===== src/design/fhbc_pkg.sv =====
// Package for the single/half/bfloat16 format converter.
// Function codes and the request/response payload types; no dependencies.
`default_nettype none
package fhbc_pkg;
   typedef enum logic [1:0] {
      FUNC_F32_TO_F16  = 2'd0,
      FUNC_F16_TO_F32  = 2'd1,
      FUNC_F32_TO_BF16 = 2'd2,
      FUNC_BF16_TO_F32 = 2'd3
   } func_type;

   typedef struct packed {
      logic [1:0]  func;
      logic [31:0] in_bits;
   } req_type;

   typedef struct packed {
      logic [31:0] out_bits;
   } rsp_type;

   localparam logic [15:0] H_QNAN = 16'h7E00;
   localparam logic [15:0] H_INF  = 16'h7C00;
   localparam logic [15:0] BF_QUIET = 16'h0040;
   localparam logic [31:0] F32_EXP_MASK = 32'h7F80_0000;
endpackage
`default_nettype wire


===== src/design/fhbc_if.sv =====
// Valid/ready channel interface carrying one payload word.
// Payload type is a parameter; used with fhbc_pkg types.
`default_nettype none
interface fhbc_if #(parameter type payload_type = logic [31:0]);
   logic        valid;
   logic        ready;
   payload_type payload;
   modport source (output valid, output payload, input ready);
   modport sink (input valid, input payload, output ready);
endinterface
`default_nettype wire


===== src/design/float_half_bfloat_converter_unit.sv =====
// Top level of the single/half/bfloat16 format converter.
// Depends on fhbc_pkg, fhbc_if and fhbc_convert.
//
//   channel   direction  payload
//   req       in         func[1:0], in_bits[31:0]
//   rsp       out        out_bits[31:0]
//
// One transaction per cycle while rsp is not stalled; each passes through the input and result registers.
// Both registers advance together whenever the result register is empty or being taken.
// A stall on rsp holds both stages and drops req.ready.
// Synchronous reset clears the valid bits only.
`default_nettype none
module float_half_bfloat_converter_unit (
   input wire clock,
   input wire reset,
   fhbc_if.sink   req,
   fhbc_if.source rsp
);
   import fhbc_pkg::*;

   logic    s1_valid_ff, s1_valid_in;
   req_type s1_data_ff;
   logic    s2_valid_ff, s2_valid_in;
   rsp_type s2_data_ff, conv;
   logic    advance;

   fhbc_convert u_convert (.req(s1_data_ff), .rsp(conv));

   assign advance     = !s2_valid_ff || rsp.ready;
   assign req.ready   = advance;
   assign s1_valid_in = advance ? req.valid : s1_valid_ff;
   assign s2_valid_in = advance ? s1_valid_ff : s2_valid_ff;
   assign rsp.valid   = s2_valid_ff;
   assign rsp.payload = s2_data_ff;

   always_ff @(posedge clock) begin
      if (reset) begin
         s1_valid_ff <= 1'b0;
         s2_valid_ff <= 1'b0;
      end else begin
         s1_valid_ff <= s1_valid_in;
         s2_valid_ff <= s2_valid_in;
      end
      if (advance) begin
         s1_data_ff <= req.payload;
         s2_data_ff <= conv;
      end
   end

`ifndef SYNTH
   a_stall_hold: assert property (@(posedge clock) disable iff (reset)
      rsp.valid && !rsp.ready |=> rsp.valid && $stable(rsp.payload))
      else $error("result changed under stall");
   a_fill: assert property (@(posedge clock) disable iff (reset)
      req.valid && req.ready |=> s1_valid_ff)
      else $error("accepted transaction lost");
   a_move: assert property (@(posedge clock) disable iff (reset)
      s1_valid_ff && advance |=> rsp.valid)
      else $error("stage one did not reach result");
`endif
endmodule
`default_nettype wire


===== src/design/fhbc_convert.sv =====
// Combinational conversion between single, half and bfloat16 words.
// Depends on fhbc_pkg.
`default_nettype none
module fhbc_convert (
   input  wire fhbc_pkg::req_type req,
   output fhbc_pkg::rsp_type      rsp
);
   import fhbc_pkg::*;

   logic [31:0] w;
   logic [7:0]  e;
   logic [22:0] m;
   logic [15:0] sgn16;
   logic [15:0] half_r;
   logic [14:0] q_norm;
   logic [12:0] rem_norm;
   logic [23:0] sig;
   logic [4:0]  sh;
   logic [23:0] q_sub;
   logic [23:0] rem_sub;
   logic [23:0] hw_sub;
   logic [15:0] h;
   logic [4:0]  he;
   logic [9:0]  hm;
   logic [3:0]  lz;
   logic [9:0]  hm_n;
   logic [31:0] single_r;
   logic [31:0] bf_sum;
   logic [15:0] bf_r;

   always_comb begin
      w = req.in_bits;
      e = w[30:23];
      m = w[22:0];
      sgn16 = {w[31], 15'd0};
      q_norm = {5'(e - 8'd112), m[22:13]};
      rem_norm = m[12:0];
      sig = {1'b1, m};
      sh = 5'(8'd126 - e);
      q_sub = sig >> sh;
      rem_sub = sig & ((24'd1 << sh) - 24'd1);
      hw_sub = 24'd1 << (sh - 5'd1);
      if (e == 8'hFF) begin
         half_r = sgn16 | ((m != '0) ? H_QNAN : H_INF);
      end else if (e >= 8'd143) begin
         half_r = sgn16 | H_INF;
      end else if (e >= 8'd113) begin
         if (rem_norm > 13'h1000 || (rem_norm == 13'h1000 && q_norm[0])) begin
            half_r = sgn16 | {1'b0, 15'(q_norm + 15'd1)};
         end else begin
            half_r = sgn16 | {1'b0, q_norm};
         end
      end else if (e == 8'd0 || e < 8'd102) begin
         half_r = sgn16;
      end else if (rem_sub > hw_sub || (rem_sub == hw_sub && q_sub[0])) begin
         half_r = sgn16 | 16'(q_sub + 24'd1);
      end else begin
         half_r = sgn16 | q_sub[15:0];
      end

      h = w[15:0];
      he = h[14:10];
      hm = h[9:0];
      lz = 4'd0;
      for (int i = 9; i >= 0; i--) begin
         if (hm[i] && lz == 4'd0) lz = 4'(10 - i);
      end
      hm_n = 10'(hm << lz);
      if (he == 5'h1F) begin
         single_r = {h[15], 8'hFF, (hm != '0), hm[8:0], 13'd0};
      end else if (he != 5'd0) begin
         single_r = {h[15], 8'(he + 8'd112), hm, 13'd0};
      end else if (hm == '0) begin
         single_r = {h[15], 31'd0};
      end else begin
         single_r = {h[15], 8'(8'd113 - 8'(lz)), hm_n, 13'd0};
      end

      bf_sum = w + 32'h7FFF + {31'd0, w[16]};
      if (w[30:0] > F32_EXP_MASK[30:0]) begin
         bf_r = w[31:16] | BF_QUIET;
      end else if (e == 8'd0) begin
         bf_r = sgn16;
      end else begin
         bf_r = bf_sum[31:16];
      end

      unique case (func_type'(req.func))
         FUNC_F32_TO_F16:  rsp.out_bits = {16'd0, half_r};
         FUNC_F16_TO_F32:  rsp.out_bits = single_r;
         FUNC_F32_TO_BF16: rsp.out_bits = {16'd0, bf_r};
         FUNC_BF16_TO_F32: rsp.out_bits = {w[15:0], 16'd0};
         default:          rsp.out_bits = '0;
      endcase
   end
endmodule
`default_nettype wire


===== src/flat_wrapper.sv =====
// flat-port wrapper written by rule: the top's interface ports become plain ports
module float_half_bfloat_converter_unit_flat import fhbc_pkg::*;
  (clock, reset, req_valid, req_payload, req_ready, rsp_valid, rsp_payload, rsp_ready);
  fhbc_if #(.payload_type(req_type)) req_i ();
  fhbc_if #(.payload_type(rsp_type)) rsp_i ();
  input wire clock;
  input wire reset;
  input wire logic [$bits(req_i.valid)-1:0] req_valid;
  input wire logic [$bits(req_i.payload)-1:0] req_payload;
  output wire logic [$bits(req_i.ready)-1:0] req_ready;
  output wire logic [$bits(rsp_i.valid)-1:0] rsp_valid;
  output wire logic [$bits(rsp_i.payload)-1:0] rsp_payload;
  input wire logic [$bits(rsp_i.ready)-1:0] rsp_ready;
  assign req_i.valid = req_valid;
  assign req_i.payload = req_payload;
  assign req_ready = req_i.ready;
  assign rsp_valid = rsp_i.valid;
  assign rsp_payload = rsp_i.payload;
  assign rsp_i.ready = rsp_ready;
  float_half_bfloat_converter_unit u_core (.clock(clock), .reset(reset), .req(req_i), .rsp(rsp_i));
endmodule

===== config.mk =====
export PLATFORM = sky130hd
export DESIGN_NAME = float_half_bfloat_converter_unit_flat
export DESIGN_NICKNAME = d
export VERILOG_FILES = /design/src/design/fhbc_pkg.sv /design/src/design/fhbc_if.sv /design/src/design/float_half_bfloat_converter_unit.sv /design/src/design/fhbc_convert.sv /design/src/flat_wrapper.sv
export SDC_FILE = /design/constraint.sdc
export NUM_CORES = 1
export LEC_CHECK = 0
export BUFFER_PORTS_ARGS = -buffer_cell sky130_fd_sc_hd__buf_4
export CAP_MARGIN = 10
export CORE_MARGIN = 5
export CORE_UTILIZATION = 55
export DETAILED_ROUTE_END_ITERATION = 6
export HOLD_SLACK_MARGIN = 0.15
export PLACE_DENSITY = 0.78
export REMOVE_ABC_BUFFERS = 1
export SETUP_SLACK_MARGIN = 0.3
export SLEW_MARGIN = 20
export SYNTH_ARGS = -nofsm -noshare
export SYNTH_HDL_FRONTEND = slang
export SYNTH_SLANG_ARGS = --single-unit

===== constraint.sdc =====
create_clock -name clock -period 5.35 [get_ports clock]
set_input_delay 0.2675 -clock clock [delete_from_list [all_inputs] [get_ports clock]]
set_output_delay 0.2675 -clock clock [all_outputs]
set_load 0.005 [all_outputs]

==> results.json, run 1 <==
{
  "grt_pass1_vias": 7168,
  "gate_count_of_the_mapped_netlist": 815,
  "synth_enable_flop_cells": 66,
  "dr_total_vias": 7591,
  "fmax_ghz": 0.203,
  "post_synth_instance_area_sq_um": 7250,
  "timing.final.crit_period_ns": 4.92,
  "layout.nets": 1000,
  "leakagePower_nw": 3.59,
  "drt-pass1-iter-count": 6,
  "worst_setup_hold_path_clk_slew_ns": 0.06,
  "power_frac_clock_pct": 30.6,
  "syn-mean-instance-area_sq_um": 8.90,
  "wl_um": 26600,
  "die_height_um": 125,
  "postLayoutCellArea_sq_um": 9030,
  "startpoint": "u_core.s1_data_ff[23]",
  "finalHoldViolCount": 0,
  "synthToLayoutAreaGrowth_pct": 24.4,
  "setup_viol": 0,
  "synthFlopType": "sky130_fd_sc_hd__edfxtp_1",
  "critical_path.endpoint_type": "flop",
  "antenna_found_initial": 0,
  "net_switching_power_of_the_design_mw": 0.834,
  "power.internal_mw": 1.52,
  "vdd_ir_drop_max_v": 0.000244,
  "sequentialPowerShare_pct": 30.4,
  "global_route_overflow": 0,
  "initial_utilization_pct": 55.4,
  "global_routing_usage_summed_across_all_routing_layers_pct": 32.8,
  "path_buf_inv": 2,
  "cts_tree": "yes",
  "dp_hpwl_um": 19500,
  "place_congestion": 0.979,
  "largest_net_degree_at_the_start_of_global_routing": 44,
  "postLayoutCoreUtil_pct": 69.0,
  "layout.cells.most_common": "sky130_fd_sc_hd__buf_4",
  "synth_sequential_area_ratio_pct": 27.9,
  "final_layout_size_suffix_gt1_share_pct": 25.1,
  "min_path_type": "input port to flop",
  "floorplan_core_area_sq_um": 13100,
  "most-common-layout-cells": "sky130_fd_sc_hd__buf_4, sky130_fd_sc_hd__nand2_1, sky130_fd_sc_hd__edfxtp_1",
  "max_cap_viol_count": 0,
  "worst-setup-path-type": "flop to flop",
  "finalClockSkew_ns": 0.0121,
  "rsz0062_at_grt": "true",
  "timing.rr.start": "u_core.s1_data_ff[23]",
  "die_width_um": 125,
  "min_period_over_period_pct": 91.9,
  "report.final.slew_viol_count": 0,
  "placementRows": 42,
  "critical_path.max_stage_delay_ns": 0.43,
  "postSynthRegisterBits": 68,
  "crit_path_cells": "ha_1 > buf_4 > xor2_4 > nand2_1 > nor2_2 > nand2_2 > ha_4 > o21ai_4 > a21o_1 > nor4_1 > o21ai_0 > a21boi_0 > ha_1 > nand4_1 > nor4bb_4 > buf_4 > o31a_1 > nor2_4 > nor4b_4 > mux2i_1 > or3b_1",
  "cp_data_required_time_ns": 5.44,
  "num_antenna_cells": 0,
  "first_pass_grt_wire_length_um": 40700,
  "number_of_drc_markers_after_the_initial_detailed_route_iteration": 881,
  "design.die.area_sq_um": 15600,
  "cp_max_fo": 6,
  "powerDensity_nw_per_um2": 261,
  "pin_count": 72,
  "power.switching_fraction_pct": 35.4,
  "cts_buffers": 9,
  "clock_latency_ns": 0.35,
  "clock_tree.htree_level_count": 3,
  "route.detailed.vias_per_inst": 6.88,
  "placed_cell_area_sq_um": 8030,
  "total_power_mw": 2.36,
  "cts_root_buf": "sky130_fd_sc_hd__clkbuf_16",
  "run_status": "finished clean",
  "critPathTopFamily": "simple AND/OR/NAND/NOR gates",
  "yosysWarningCount": 0,
  "buffer_ports.inserted": 71,
  "remaining_drc_errors": 0,
  "synth.lib_cells_used.distinct": 85,
  "asyncSetResetFlopFracSynth_pct": 0,
  "critPathLaunchType": "flop",
  "drt-wirelength-per-cell_um": 24.1,
  "critical_path_arrival_ns": 5.01,
  "comb_pwr_share_pct": 39.0,
  "min_from": "req_valid",
  "worstMarginPinSlew_ns": 0.949,
  "maxSlewHeadroom_pct": 36.5,
  "final_antenna_net_count": 0,
  "critical_path.slowest_cell": "sky130_fd_sc_hd__edfxtp_1",
  "clockBufferDepth": 2,
  "cts_sinks": 68
}
## tightest hold or removal path, delay by kind of cell
family | cells | cell delay [ns]
mux | 1 | 0.05
buf+inv | 1 | 0.08
simple gates | 1 | 0.10
## cell type report
class / instances / area, sq um
multi-input cells: 661 / 5040
fillers: 979 / 4060
flip-flops and latches: 68 / 2020
clock buffers: 10 / 239
repair buffers: 161 / 1310
well taps: 176 / 220
inverters: 22 / 86.3
clock inverters: 6 / 110
## power groups by stage
stage,Combinational (mW),Sequential [mW],Clock [mW]
6_report,0.920,0.715,0.722
5_1_grt,0.979,0.720,0.744
4_1_cts,0.858,0.711,0.715
3_5_place_dp,0.818,0.721,0
3_3_place_gp,0.804,0.720,0
2_1_floorplan,0.524,0.701,0
## Yosys cell counts, types with 6 or more instances
cell / count / area, sq um
sky130_fd_sc_hd__a211oi_1: 10 / 75.1
sky130_fd_sc_hd__o211a_1: 6 / 60.1
sky130_fd_sc_hd__or3_1: 10 / 62.6
sky130_fd_sc_hd__and2_1: 11 / 68.8
sky130_fd_sc_hd__nor3_1: 21 / 105
sky130_fd_sc_hd__mux2_2: 18 / 203
sky130_fd_sc_hd__a21boi_0: 7 / 52.6
sky130_fd_sc_hd__nand3_1: 27 / 135
sky130_fd_sc_hd__o22ai_1: 6 / 37.5
sky130_fd_sc_hd__nand2_1: 87 / 327
sky130_fd_sc_hd__and3_1: 14 / 87.6
sky130_fd_sc_hd__ha_1: 39 / 488
sky130_fd_sc_hd__nor2_1: 60 / 225
sky130_fd_sc_hd__clkbuf_1: 45 / 169
sky130_fd_sc_hd__nand4_1: 12 / 75.1
sky130_fd_sc_hd__o21ai_0: 41 / 205
sky130_fd_sc_hd__nor4_1: 11 / 68.8
sky130_fd_sc_hd__a21o_1: 11 / 82.6
sky130_fd_sc_hd__xnor2_1: 21 / 184
sky130_fd_sc_hd__inv_1: 21 / 78.8
sky130_fd_sc_hd__xor2_1: 19 / 166
sky130_fd_sc_hd__o221ai_1: 8 / 70.1
sky130_fd_sc_hd__buf_2: 9 / 45.0
sky130_fd_sc_hd__o211ai_1: 12 / 90.1
sky130_fd_sc_hd__mux2i_1: 31 / 310
sky130_fd_sc_hd__a21oi_1: 44 / 220
sky130_fd_sc_hd__edfxtp_1: 66 / 1980
sky130_fd_sc_hd__or4_1: 7 / 52.6
sky130_fd_sc_hd__a31oi_1: 10 / 62.6
sky130_fd_sc_hd__mux4_2: 19 / 428
## what timing repair did
item	CTS	global route
buffers inserted	0	11
pin swaps	0	7
setup endpoints to repair	12	16
gates resized for setup	12	36
hold endpoints to repair	36	0
hold buffers	35	0
## sequential cells by signal, indices dropped and copies added (netlist names)
register	cells
u_core.s1_valid_ff	1
u_core.rsp.valid	1
u_core.rsp.payload	32
u_core.s1_data_ff	34
## layer usage
layer  routed length (um)  track usage (%)  vias up
li1                     -                -     3326
met1                10100             41.3     3606
met2                12500             53.7      544
met3                 2890             7.98      115
met4                 1200             14.2        0
met5                    0                0        -
## path summary, 6_finish.rpt
check	end	slack, ns	cells after the start
max	u_core.rsp.payload[15]	0.43	21
min	u_core.s1_valid_ff	0.20	3
max reg2reg	u_core.rsp.payload[15]	0.43	21
min reg2reg	u_core.rsp.valid	0.46	2
## through the flow
stage | hold WS [ns] | setup WS (ns) | std cells | TNS [ns]
final | 0.198 | 0.434 | 1104 | 0
after global routing | 0.212 | 0.237 | 1104 | 0
after CTS | 0.202 | 0.318 | 1093 | 0
after detailed placement | 0.436 | -0.0405 | 1042 | -0.0405
after global placement | 0.427 | 0.156 | 1042 | 0
after floorplan | 0.337 | -0.803 | 751 | -7.44
## logic make-up (layout without fill, tap and decap cells)
kind of cell | Yosys count | in the layout | share of synthesized area, %
fa+ha+maj | 39 | 39 | 6.73
flops | 68 | 68 | 27.9
mux | 68 | 68 | 13.0
compound gates | 217 | 217 | 20.8
simple gates | 294 | 294 | 20.6
xor+xnor | 43 | 43 | 5.66
buf+inv | 86 | 199 | 5.45
Power figures use the tool's default switching activity.
==> run 2: changes to the inputs <==
Settings changed: CTS_CLUSTER_DIAMETER set to 40, PLACE_DENSITY 0.78 to 0.81.
==> run 2 against run 1 <==
Non-clock buffer count increased by 4. Design area grew 0.30%. Setup slack got worse by 0.084 ns. Via count decreased by 3.1%. Sequential share of layout area down 0.068 points. Wire length is 8.5% lower. Count of clock-buffer cells in the layout fell by 1. Sequential power down 0.8%. Fmax is 1.7% lower. Largest power group unchanged.
==> results.json, run 2 (synthesis results as in run 1) <==
{
  "layout.nets": 1004,
  "final.hold.worst_slack_ns": 0.161,
  "power.switching_fraction_pct": 37.0,
  "min_period_over_period_pct": 93.5,
  "cp_max_fo": 5,
  "clock_tree.htree_level_count": 3,
  "cts_tree": "yes",
  "synthToLayoutAreaGrowth_pct": 24.8,
  "cts_root_buf": "sky130_fd_sc_hd__clkbuf_16",
  "nFillCells": 971,
  "pin_count": 72,
  "antenna_found_initial": 0,
  "floorplan_core_area_sq_um": 13100,
  "leakagePower_nw": 3.63,
  "drt-pass1-iter-count": 5,
  "fin_tns_setup_ns": 0,
  "finalHoldViolCount": 0,
  "most-common-layout-cells": "sky130_fd_sc_hd__buf_4, sky130_fd_sc_hd__nand2_1, sky130_fd_sc_hd__edfxtp_1",
  "num_antenna_cells": 0,
  "cp_data_required_time_ns": 5.57,
  "critical_path.endpoint_type": "flop",
  "rsz0062_at_grt": "false",
  "largest_net_degree_at_the_start_of_global_routing": 70,
  "cts_sinks": 68,
  "global_route_overflow": 0,
  "design.die.area_sq_um": 15600,
  "min_from": "req_valid",
  "final_layout_size_suffix_gt1_share_pct": 26.2,
  "die_height_um": 125,
  "buffer_ports.inserted": 71,
  "drt-wirelength-per-cell_um": 22.0,
  "critical_path_arrival_ns": 5.22,
  "finalNonFillerCells": 1108,
  "final_worst_setup_slack_ns": 0.350,
  "max_ffs_per_register": 34,
  "power.internal_mw": 1.43,
  "initial_utilization_pct": 55.4,
  "power_frac_clock_pct": 28.4,
  "layout.cells.most_common": "sky130_fd_sc_hd__buf_4",
  "dr_total_vias": 7352,
  "cts_buffers": 9,
  "fmax_ghz": 0.200,
  "numPlacedInstances": 1045,
  "dp_hpwl_um": 17300,
  "number_of_drc_markers_after_the_initial_detailed_route_iteration": 842,
  "first_pass_grt_wire_length_um": 37400,
  "largest-register": "u_core.s1_data_ff",
  "sequentialPowerShare_pct": 31.2,
  "wl_um": 24400,
  "finalClockSkew_ns": 0.0174,
  "worstMarginPinSlew_ns": 0.920,
  "worst-setup-path-type": "flop to flop",
  "worst_setup_hold_path_clk_slew_ns": 0.07,
  "startpoint": "u_core.s1_data_ff[25]",
  "report.final.slew_viol_count": 0,
  "placementRows": 42,
  "maxSlewHeadroom_pct": 37.9,
  "route.detailed.vias_per_inst": 6.64,
  "run_status": "finished clean",
  "powerDensity_nw_per_um2": 251,
  "die_width_um": 125,
  "remaining_drc_errors": 0,
  "postLayoutCoreUtil_pct": 69.2,
  "final_antenna_net_count": 0,
  "max_cap_viol_count": 0,
  "net_switching_power_of_the_design_mw": 0.840,
  "clockBufferDepth": 2,
  "vdd_ir_drop_max_v": 0.000270,
  "place_congestion": 0.992,
  "dp_slack_ns": -0.168,
  "grt_pass1_vias": 6887,
  "timing.final.crit_period_ns": 5.00,
  "timing.rr.start": "u_core.s1_data_ff[25]",
  "comb_pwr_share_pct": 40.4,
  "setup_viol": 0,
  "placed_cell_area_sq_um": 8060,
  "critPathLaunchType": "flop",
  "total_power_mw": 2.27,
  "postLayoutCellArea_sq_um": 9050,
  "clock_latency_ns": 0.36,
  "global_routing_usage_summed_across_all_routing_layers_pct": 29.8,
  "min_path_type": "input port to flop"
}
==> run 2: cell types whose count changed in the layout (fill, tap and decap cells not counted), sizes merged <==
| cell | before | now |
|---|---|---|
| bufinv | 3 | 1 |
| buf | 126 | 130 |
| clkbuf | 10 | 9 |
| inv | 22 | 25 |
| clkinv | 1 | 2 |
| clkinvlp | 2 | 1 |
==> run 2: power by group through the flow <==
stage	Combinational (mW)	Sequential (mW)	Clock, mW
after floorplan	0.524	0.701	0
after global placement	0.797	0.715	0
after detailed placement	0.806	0.716	0
after CTS	0.844	0.706	0.637
after global routing	0.980	0.714	0.662
final	0.917	0.709	0.644
==> run 2: layer usage <==
layer	up-vias	track usage, %	share of wire [%]
met1	3434	38.7	39
met5	-	0	0
li1	3331	-	-
met4	0	12.1	4.2
met2	505	48.1	46
met3	82	7.12	11
==> run 2: path summary, 6_finish.rpt <==
path,endpoint,slack (ns),cells past startpoint
worst max register to register,u_core.rsp.payload[14],0.35,22
worst min-delay path,u_core.s1_valid_ff,0.16,3
worst min register to register,u_core.rsp.valid,0.45,2
worst max-delay path,u_core.rsp.payload[14],0.35,22
==> run 2: final cells by class <==
| cell class | count | area [sq um] | area share (%) |
|---|---|---|---|
| clock buffer | 9 | 225 | 2.49 |
| clock inverter | 7 | 81.3 | 0.898 |
| inverter | 22 | 82.6 | 0.912 |
| multi-input combinational | 661 | 5070 | 56.0 |
| sequential | 68 | 2020 | 22.3 |
| tap | 176 | 220 | 2.43 |
| timing repair buffer | 165 | 1350 | 15.0 |
==> run 2: what timing repair did <==
action	in CTS	in global routing
endpoints found under the setup margin	12	15
pin swaps	3	21
endpoints found under the hold margin	36	0
hold buffers	35	0
setup buffers	0	12
resized for setup	13	45
==> run 2: critical path: stages, from the launching register on <==
cell and delay [ns]:
sky130_fd_sc_hd__edfxtp_1 0.42, sky130_fd_sc_hd__ha_2 0.21, sky130_fd_sc_hd__nor2b_2 0.17, sky130_fd_sc_hd__o21a_1 0.23, sky130_fd_sc_hd__nor2_4 0.22, sky130_fd_sc_hd__nor2_4 0.08
sky130_fd_sc_hd__nand2_4 0.10, sky130_fd_sc_hd__ha_4 0.15, sky130_fd_sc_hd__o21ai_4 0.07, sky130_fd_sc_hd__buf_6 0.14, sky130_fd_sc_hd__a21o_4 0.20, sky130_fd_sc_hd__o311a_1 0.30
sky130_fd_sc_hd__o21a_1 0.19, sky130_fd_sc_hd__ha_1 0.29, sky130_fd_sc_hd__nand4_1 0.15, sky130_fd_sc_hd__nor4bb_4 0.38, sky130_fd_sc_hd__a221o_1 0.19, sky130_fd_sc_hd__a211o_1 0.15
sky130_fd_sc_hd__nor2_4 0.08, sky130_fd_sc_hd__or4_4 0.58, sky130_fd_sc_hd__buf_6 0.15, sky130_fd_sc_hd__o32a_1 0.34, sky130_fd_sc_hd__nand2_1 0.06
